<file path="src/sv/label_centroid_accumulator_assert.svh">
// Assertion macros for label_centroid_accumulator.
// Included by the top level; the properties use its clk_i and rst_ni.
`ifndef LABEL_CENTROID_ACCUMULATOR_ASSERT_SVH
`define LABEL_CENTROID_ACCUMULATOR_ASSERT_SVH

`ifndef SYNTH

`define LCA_ASSERT_IMPL(name, ante, cons, msg) \
  name: assert property (@(posedge clk_i) disable iff (!rst_ni) (ante) |-> (cons)) \
    else $error(msg);

`define LCA_ASSERT_NEXT(name, ante, cons, msg) \
  name: assert property (@(posedge clk_i) disable iff (!rst_ni) (ante) |=> (cons)) \
    else $error(msg);

`else

`define LCA_ASSERT_IMPL(name, ante, cons, msg)

`define LCA_ASSERT_NEXT(name, ante, cons, msg)

`endif

`endif

</file>
<file path="src/sv/lca_pkg.sv">
// Package for label_centroid_accumulator: widths, codes, word and entry types.
// No dependencies.
`timescale 1ns / 1ps

package lca_pkg;

  localparam int unsigned LCA_MAX_LABELS = 256;
  localparam int unsigned LCA_MAX_DIM    = 1024;
  localparam int unsigned LCA_FRAC_BITS  = 8;

  localparam int unsigned LABEL_W = 8;
  localparam int unsigned COORD_W = 10;
  localparam int unsigned OBJ_W   = 9;
  localparam int unsigned CNT_W   = 21;
  localparam int unsigned SUM_W   = 31;
  localparam int unsigned OUT_W   = 18;

  localparam logic [CNT_W-1:0] COUNT_MAX = {CNT_W{1'b1}};

  typedef enum logic [1:0] {
    OP_CLEAR  = 2'd0,
    OP_PIXEL  = 2'd1,
    OP_QUERY  = 2'd2,
    OP_UNUSED = 2'd3
  } lca_op_e;

  typedef enum logic [1:0] {
    ST_OK    = 2'd0,
    ST_RANGE = 2'd1,
    ST_EMPTY = 2'd2
  } lca_status_e;

  typedef enum logic [1:0] {
    DIV_IDLE,
    DIV_RUN,
    DIV_DONE
  } lca_div_state_e;

  typedef struct packed {
    logic [1:0]         opcode;
    logic [LABEL_W-1:0] label;
    logic [COORD_W-1:0] row;
    logic [COORD_W-1:0] col;
  } lca_in_t;

  typedef struct packed {
    logic [OUT_W-1:0] centroid_row;
    logic [OUT_W-1:0] centroid_col;
    logic [1:0]       status;
  } lca_out_t;

  typedef struct packed {
    logic [CNT_W-1:0] count;
    logic [SUM_W-1:0] row_sum;
    logic [SUM_W-1:0] col_sum;
  } lca_entry_t;

  typedef struct packed {
    logic start;
    logic ack;
  } lca_div_ctl_t;

  typedef struct packed {
    logic idle;
    logic done;
  } lca_div_sts_t;

endpackage

</file>
<file path="src/sv/lca_div.sv">
// Two-lane restoring divider: (sum << FRAC_BITS) / count, one quotient bit per cycle.
// Quotients saturate to the output width. Depends on lca_pkg.
`timescale 1ns / 1ps

module lca_div #(
  parameter int unsigned FRAC_BITS = lca_pkg::LCA_FRAC_BITS
) (
  input  logic                        clk_i,
  input  logic                        rst_ni,
  input  lca_pkg::lca_div_ctl_t       ctl_i,
  output lca_pkg::lca_div_sts_t       sts_o,
  input  logic [lca_pkg::SUM_W-1:0]   row_sum_i,
  input  logic [lca_pkg::SUM_W-1:0]   col_sum_i,
  input  logic [lca_pkg::CNT_W-1:0]   count_i,
  output logic [lca_pkg::OUT_W-1:0]   quo_row_o,
  output logic [lca_pkg::OUT_W-1:0]   quo_col_o
);

  localparam int unsigned DW = lca_pkg::SUM_W + FRAC_BITS;
  localparam int unsigned CW = $clog2(DW + 1);
  localparam int unsigned NW = lca_pkg::CNT_W;
  localparam int unsigned OUT_W_SAT = lca_pkg::OUT_W;

  lca_pkg::lca_div_state_e state_q, state_d;

  logic [CW-1:0] cnt_q;
  logic [NW-1:0] den_q;
  logic [DW-1:0] num_q [2];
  logic [DW-1:0] quo_q [2];
  logic [NW-1:0] rem_q [2];
  logic [DW-1:0] num_d [2];
  logic [DW-1:0] quo_d [2];
  logic [NW-1:0] rem_d [2];
  logic [OUT_W_SAT-1:0] unused_sat;

  always_comb begin
    logic [NW:0] trial;
    logic        ge;
    trial = '0;
    ge    = 1'b0;
    for (int i = 0; i < 2; i++) begin
      trial    = {rem_q[i], num_q[i][DW-1]};
      ge       = trial >= {1'b0, den_q};
      rem_d[i] = ge ? NW'(trial - {1'b0, den_q}) : trial[NW-1:0];
      num_d[i] = {num_q[i][DW-2:0], 1'b0};
      quo_d[i] = {quo_q[i][DW-2:0], ge};
    end
  end

  always_comb begin
    state_d = state_q;
    case (state_q)
      lca_pkg::DIV_IDLE: begin
        if (ctl_i.start) state_d = lca_pkg::DIV_RUN;
      end
      lca_pkg::DIV_RUN: begin
        if (cnt_q == CW'(1)) state_d = lca_pkg::DIV_DONE;
      end
      lca_pkg::DIV_DONE: begin
        if (ctl_i.ack) state_d = lca_pkg::DIV_IDLE;
      end
      default: state_d = lca_pkg::DIV_IDLE;
    endcase
    sts_o.idle = (state_q == lca_pkg::DIV_IDLE);
    sts_o.done = (state_q == lca_pkg::DIV_DONE);
  end

  always_ff @(posedge clk_i or negedge rst_ni) begin
    if (!rst_ni) begin
      state_q <= lca_pkg::DIV_IDLE;
    end else begin
      state_q <= state_d;
    end
  end

  always_ff @(posedge clk_i) begin
    if (state_q == lca_pkg::DIV_IDLE && ctl_i.start) begin
      cnt_q    <= CW'(DW);
      den_q    <= count_i;
      num_q[0] <= DW'(row_sum_i) << FRAC_BITS;
      num_q[1] <= DW'(col_sum_i) << FRAC_BITS;
      rem_q[0] <= '0;
      rem_q[1] <= '0;
      quo_q[0] <= '0;
      quo_q[1] <= '0;
    end else if (state_q == lca_pkg::DIV_RUN) begin
      cnt_q <= cnt_q - CW'(1);
      for (int i = 0; i < 2; i++) begin
        num_q[i] <= num_d[i];
        rem_q[i] <= rem_d[i];
        quo_q[i] <= quo_d[i];
      end
    end
  end

  assign unused_sat = '0;

  assign quo_row_o = (quo_q[0][DW-1:OUT_W_SAT] != '0) ? {OUT_W_SAT{1'b1}}
                                                      : quo_q[0][OUT_W_SAT-1:0] | unused_sat;
  assign quo_col_o = (quo_q[1][DW-1:OUT_W_SAT] != '0) ? {OUT_W_SAT{1'b1}}
                                                      : quo_q[1][OUT_W_SAT-1:0];

endmodule

</file>
<file path="config.mk">
export PLATFORM = sky130hd
export DESIGN_NAME = lca_div
export DESIGN_NICKNAME = d
export VERILOG_FILES = /design/src/sv/label_centroid_accumulator_assert.svh /design/src/sv/lca_pkg.sv /design/src/sv/lca_div.sv
export SDC_FILE = /design/constraint.sdc
export NUM_CORES = 1
export LEC_CHECK = 0
export BUFFER_PORTS_ARGS = -buffer_cell sky130_fd_sc_hd__buf_2
export CAP_MARGIN = 20
export CORE_MARGIN = 4
export CORE_UTILIZATION = 35
export CTS_CLUSTER_DIAMETER = 200
export DETAILED_ROUTE_END_ITERATION = 8
export PLACE_DENSITY = 0.52
export SLEW_MARGIN = 10
export SYNTH_ARGS = -nofsm -noshare
export SYNTH_HDL_FRONTEND = slang
export SYNTH_SLANG_ARGS = --single-unit
</file>
<file path="constraint.sdc">
create_clock -name clk_i -period 6 [get_ports clk_i]
set_input_delay 0.3 -clock clk_i [delete_from_list [all_inputs] [get_ports clk_i]]
set_output_delay 0.3 -clock clk_i [all_outputs]
set_load 0.03 [all_outputs]
</file>
==> run_summary.xml <==
<?xml version="1.0" encoding="UTF-8"?>
<metrics>
  <group name="global_route">
    <metric name="grt_overflow" unit="">0</metric>
    <metric name="grt_start_max_net_pins" unit="">96</metric>
    <metric name="number_of_antenna_violations_at_the_first_check_in_global_routing" unit="">1</metric>
    <metric name="first_global_vias" unit="">7739</metric>
    <metric name="grt.total_usage" unit="">0.141</metric>
    <metric name="grt_pass1_wl" unit="um">40000</metric>
  </group>
  <group name="floorplanning">
    <metric name="floorplan.initialDensity" unit="">0.358</metric>
    <metric name="die_w" unit="um">186</metric>
    <metric name="floorplan.die.height" unit="um">186</metric>
    <metric name="placementRows" unit="">64</metric>
    <metric name="design.portCount" unit="">125</metric>
    <metric name="fp.dieArea" unit="mm^2">0.0344</metric>
    <metric name="placeableCoreArea" unit="mm^2">0.0308</metric>
  </group>
  <group name="sta">
    <metric name="final.setup_skew" unit="ns">0.0173</metric>
    <metric name="report.final.setup_viol" unit="">0</metric>
    <metric name="finalWorstPathRequiredPeriod" unit="ns">3.54</metric>
    <metric name="max_freq" unit="MHz">283</metric>
    <metric name="postLayoutSetupSlackWorst" unit="ns">2.46</metric>
    <metric name="final_slew_violations" unit="">0</metric>
    <metric name="ratio_of_final_minimum_period_to_clock_period" unit="">0.590</metric>
    <metric name="worst_hold_slack" unit="ns">0.0304</metric>
    <metric name="rsz_0062_raised_after_global_routing" unit="">false</metric>
    <metric name="tightestPinTransition" unit="ns">1.05</metric>
    <metric name="fin_tns_setup" unit="ns">0</metric>
    <metric name="maxSlewHeadroom" unit="">0.299</metric>
    <metric name="timing_hold_violations_final" unit="">0</metric>
  </group>
  <group name="pwr">
    <metric name="ir_worst_vdd" unit="V">0.000206</metric>
    <metric name="totalPowerFinal" unit="mW">7.51</metric>
    <metric name="pwr_density_cell" unit="mW/mm^2">571</metric>
    <metric name="leakagePower" unit="nW">5.50</metric>
  </group>
  <group name="synthesis">
    <metric name="yosys-top-cells-area" unit="">edfxtp_1 55%, nand2_1 8.4%, ha_1 5.0%, and2_1 4.6%, a21oi_1 2.5%</metric>
    <metric name="register_area_share_after_synthesis" unit="">0.568</metric>
    <metric name="netlist.top_cell.by_area" unit="">edfxtp_1</metric>
    <metric name="synth-main-ff-cell" unit="">edfxtp_1</metric>
    <metric name="synthDistinctLibCells" unit="">69</metric>
    <metric name="synthCells" unit="">1033</metric>
    <metric name="synth.most_common_cell" unit="">nand2_1</metric>
    <metric name="post_synth_most_frequent_cells" unit="">246 x nand2_1, 203 x edfxtp_1, 81 x and2_1</metric>
    <metric name="syn-num-nets" unit="">1166</metric>
    <metric name="post-synth-top-area-fraction" unit="">0.553</metric>
    <metric name="synth-edff-count" unit="">203</metric>
    <metric name="synthesis.area_per_instance" unit="um^2">10.7</metric>
    <metric name="synthesis.area" unit="mm^2">0.0110</metric>
    <metric name="ys_async_sr_fraction" unit="">0.00948</metric>
    <metric name="yosys_warnings" unit="">0</metric>
    <metric name="postSynthRegisterBits" unit="">211</metric>
  </group>
  <group name="clock_network">
    <metric name="cts.reportedPaths.clkPinSlew" unit="ns">0.06</metric>
    <metric name="cts_root_buffer" unit="">clkbuf_16</metric>
    <metric name="tritoncts_clock_tree" unit="">done</metric>
    <metric name="setup_repair_bufs_after_cts" unit="">0</metric>
    <metric name="clock_tree.htree_level_count" unit="">1</metric>
    <metric name="cts.sinks" unit="">211</metric>
    <metric name="tritoncts.num_buffers" unit="">25</metric>
    <metric name="worst_skew_pair.late_latency" unit="ns">0.54</metric>
    <metric name="clock_tree.buffer_depth" unit="">3</metric>
  </group>
  <group name="critical_path">
    <metric name="timing_worst_setup_path_type" unit="">register to register</metric>
    <metric name="timing.reg2reg.worst_path_depth" unit="">12</metric>
    <metric name="setup.worst_path.end_class" unit="">register</metric>
    <metric name="start_kind" unit="">register</metric>
    <metric name="worst-endpoint-required" unit="ns">6.24</metric>
    <metric name="critical_path.max_stage_delay" unit="ns">0.79</metric>
    <metric name="timing.critical_path.slowest_stage_cell" unit="">a211oi_2</metric>
    <metric name="timing.critical_path.cells" unit="">inv_1, ha_1, inv_1, fa_1, a211oi_2, o21bai_1, a21oi_2, o21ai_2, a211oi_2, buf_4, or3b_1, a21oi_1</metric>
    <metric name="critical_path_arrival" unit="ns">3.78</metric>
    <metric name="cp_max_fo" unit="">12</metric>
  </group>
  <group name="place">
    <metric name="gpl.final_weighted_congestion" unit="">0.826</metric>
    <metric name="place_inst" unit="">1519</metric>
    <metric name="place_ws" unit="ns">2.49</metric>
    <metric name="count_of_buffers_from_port_buffering" unit="">124</metric>
    <metric name="dp_hpwl" unit="um">16300</metric>
    <metric name="postPlaceCellArea" unit="mm^2">0.0121</metric>
  </group>
  <group name="outcome">
    <metric name="status" unit="">completed</metric>
  </group>
  <group name="routing">
    <metric name="remaining_antenna_violation_count" unit="">0</metric>
    <metric name="avgViaCountPerCell" unit="">4.95</metric>
    <metric name="routed_length_per_placed_instance" unit="um">15.4</metric>
    <metric name="drt-pass1-iter-count" unit="">5</metric>
    <metric name="remaining_routing_drc_violations" unit="">0</metric>
    <metric name="dr_total_vias" unit="">7871</metric>
    <metric name="wl" unit="um">24400</metric>
    <metric name="number_of_design_rule_violations_left_by_the_first_detailed_router_iteration" unit="">422</metric>
  </group>
  <group name="final_layout">
    <metric name="post-route-util" unit="">0.427</metric>
    <metric name="drive_above_1_share" unit="">0.177</metric>
    <metric name="finish.cell_count_without_fillers" unit="">1589</metric>
    <metric name="layout.nets" unit="">1306</metric>
    <metric name="postLayoutCellArea" unit="mm^2">0.0132</metric>
    <metric name="area_delta_synth_final" unit="%">19.2</metric>
  </group>
  <group name="min_path">
    <metric name="tightest_hold_check_type" unit="">input pin to register</metric>
    <metric name="holdPathStages" unit="">3</metric>
  </group>
  <group name="run">
    <metric name="max_cap_check_violation_count" unit="">0</metric>
  </group>
</metrics>
-- routing by layer --
layer,track usage,vias up,part of all wire
met5,0,-,0.00053
met4,0.0373,2,0.021
met3,0.0254,36,0.052
met2,0.214,147,0.42
met1,0.209,3727,0.50
li1,-,3959,-
-- worst max-delay path, delay by kind of cell (launching register included) --
family                   cells  cell delay, ns
AO/OA/AOI/OAI                6            1.69
adder cells (fa/ha/maj)      2            0.59
buffers and inverters        3            0.43
flip-flops                   1            0.39
AND/OR/NAND/NOR              1            0.13
-- flip-flops by register name, summed over array words and instances (netlist names) --
register  cells
rem_q        42
quo_q        78
state_q       2
den_q        21
cnt_q         6
num_q        62
-- cells in the final DEF, fill, tap and decap left out, types with 4 or more instances in the layout --
cell,count
nor2_1,29
nand2b_1,40
xnor2_1,18
edfxtp_1,203
nor3_1,14
dfxtp_1,6
buf_4,8
buf_2,124
a211oi_2,6
ha_1,44
dlygate4sd3_1,23
o21a_1,9
clkbuf_16,25
clkinv_2,4
nand3_1,25
or4_1,4
and2_1,81
bufinv_16,4
o21ai_0,31
and3_1,7
o31ai_1,5
or2_2,4
inv_1,35
nand2_1,245
nor4_1,7
or3_1,4
xor2_1,7
a21o_1,22
a21oi_1,55
clkinv_1,4
nand4_1,14
a31o_2,4
a211oi_1,8
o211ai_1,6
-- repair_timing --
action                                 CTS  global route
endpoints found under the hold margin   24             0
hold buffers                            23             0
resized for setup                        0             0
-- logic make-up (layout without fill, tap and decap cells) --
group | count (synthesis) | count (layout) | synth area share
and+or+nand+nor | 495 | 495 | 0.218
DFF | 211 | 211 | 0.568
AOI/OAI and AO/OA | 176 | 176 | 0.107
buffers and inverters | 78 | 237 | 0.0313
adders and majority gates | 46 | 46 | 0.0535
xor gates and xnor gates | 25 | 25 | 0.0199
muxes | 2 | 2 | 0.00181
other | 0 | 1 | 0
-- final cells by class --
type	instances	area, um^2
diodes	1	2.50
clock buffers	25	626
clock inverters	21	241
fillers	2981	17700
inverters	35	131
multi-input cells	744	4450
flip-flops and latches	211	6270
well taps	396	495
repair buffers	156	938
-- path summary, 6_finish.rpt --
check,start,endpoint,slack (ns)
min in group asynchronous,rst_ni,state_q[0]$_DFFE_PN0P_,0.09
min reg2reg,cnt_q[1]$_SDFFE_PP1N_,cnt_q[1]$_SDFFE_PP1N_,0.50
min,col_sum_i[26],num_q[0][71]$_DFFE_PP_,0.03
max,num_q[0][37]$_DFFE_PP_,rem_q[0][7]$_SDFFCE_PN0P_,2.46
max in group asynchronous,rst_ni,state_q[1]$_DFFE_PN0P_,5.81
max reg2reg,num_q[0][37]$_DFFE_PP_,rem_q[0][7]$_SDFFCE_PN0P_,2.46
-- power breakdown --
group | switching (mW) | internal (mW) | total [mW]
combinational | 1.80 | 1.19 | 2.99
sequential | 0.282 | 2.64 | 2.92
clock | 0.648 | 0.948 | 1.60
No activity file was read; power rests on OpenSTA's default activity.
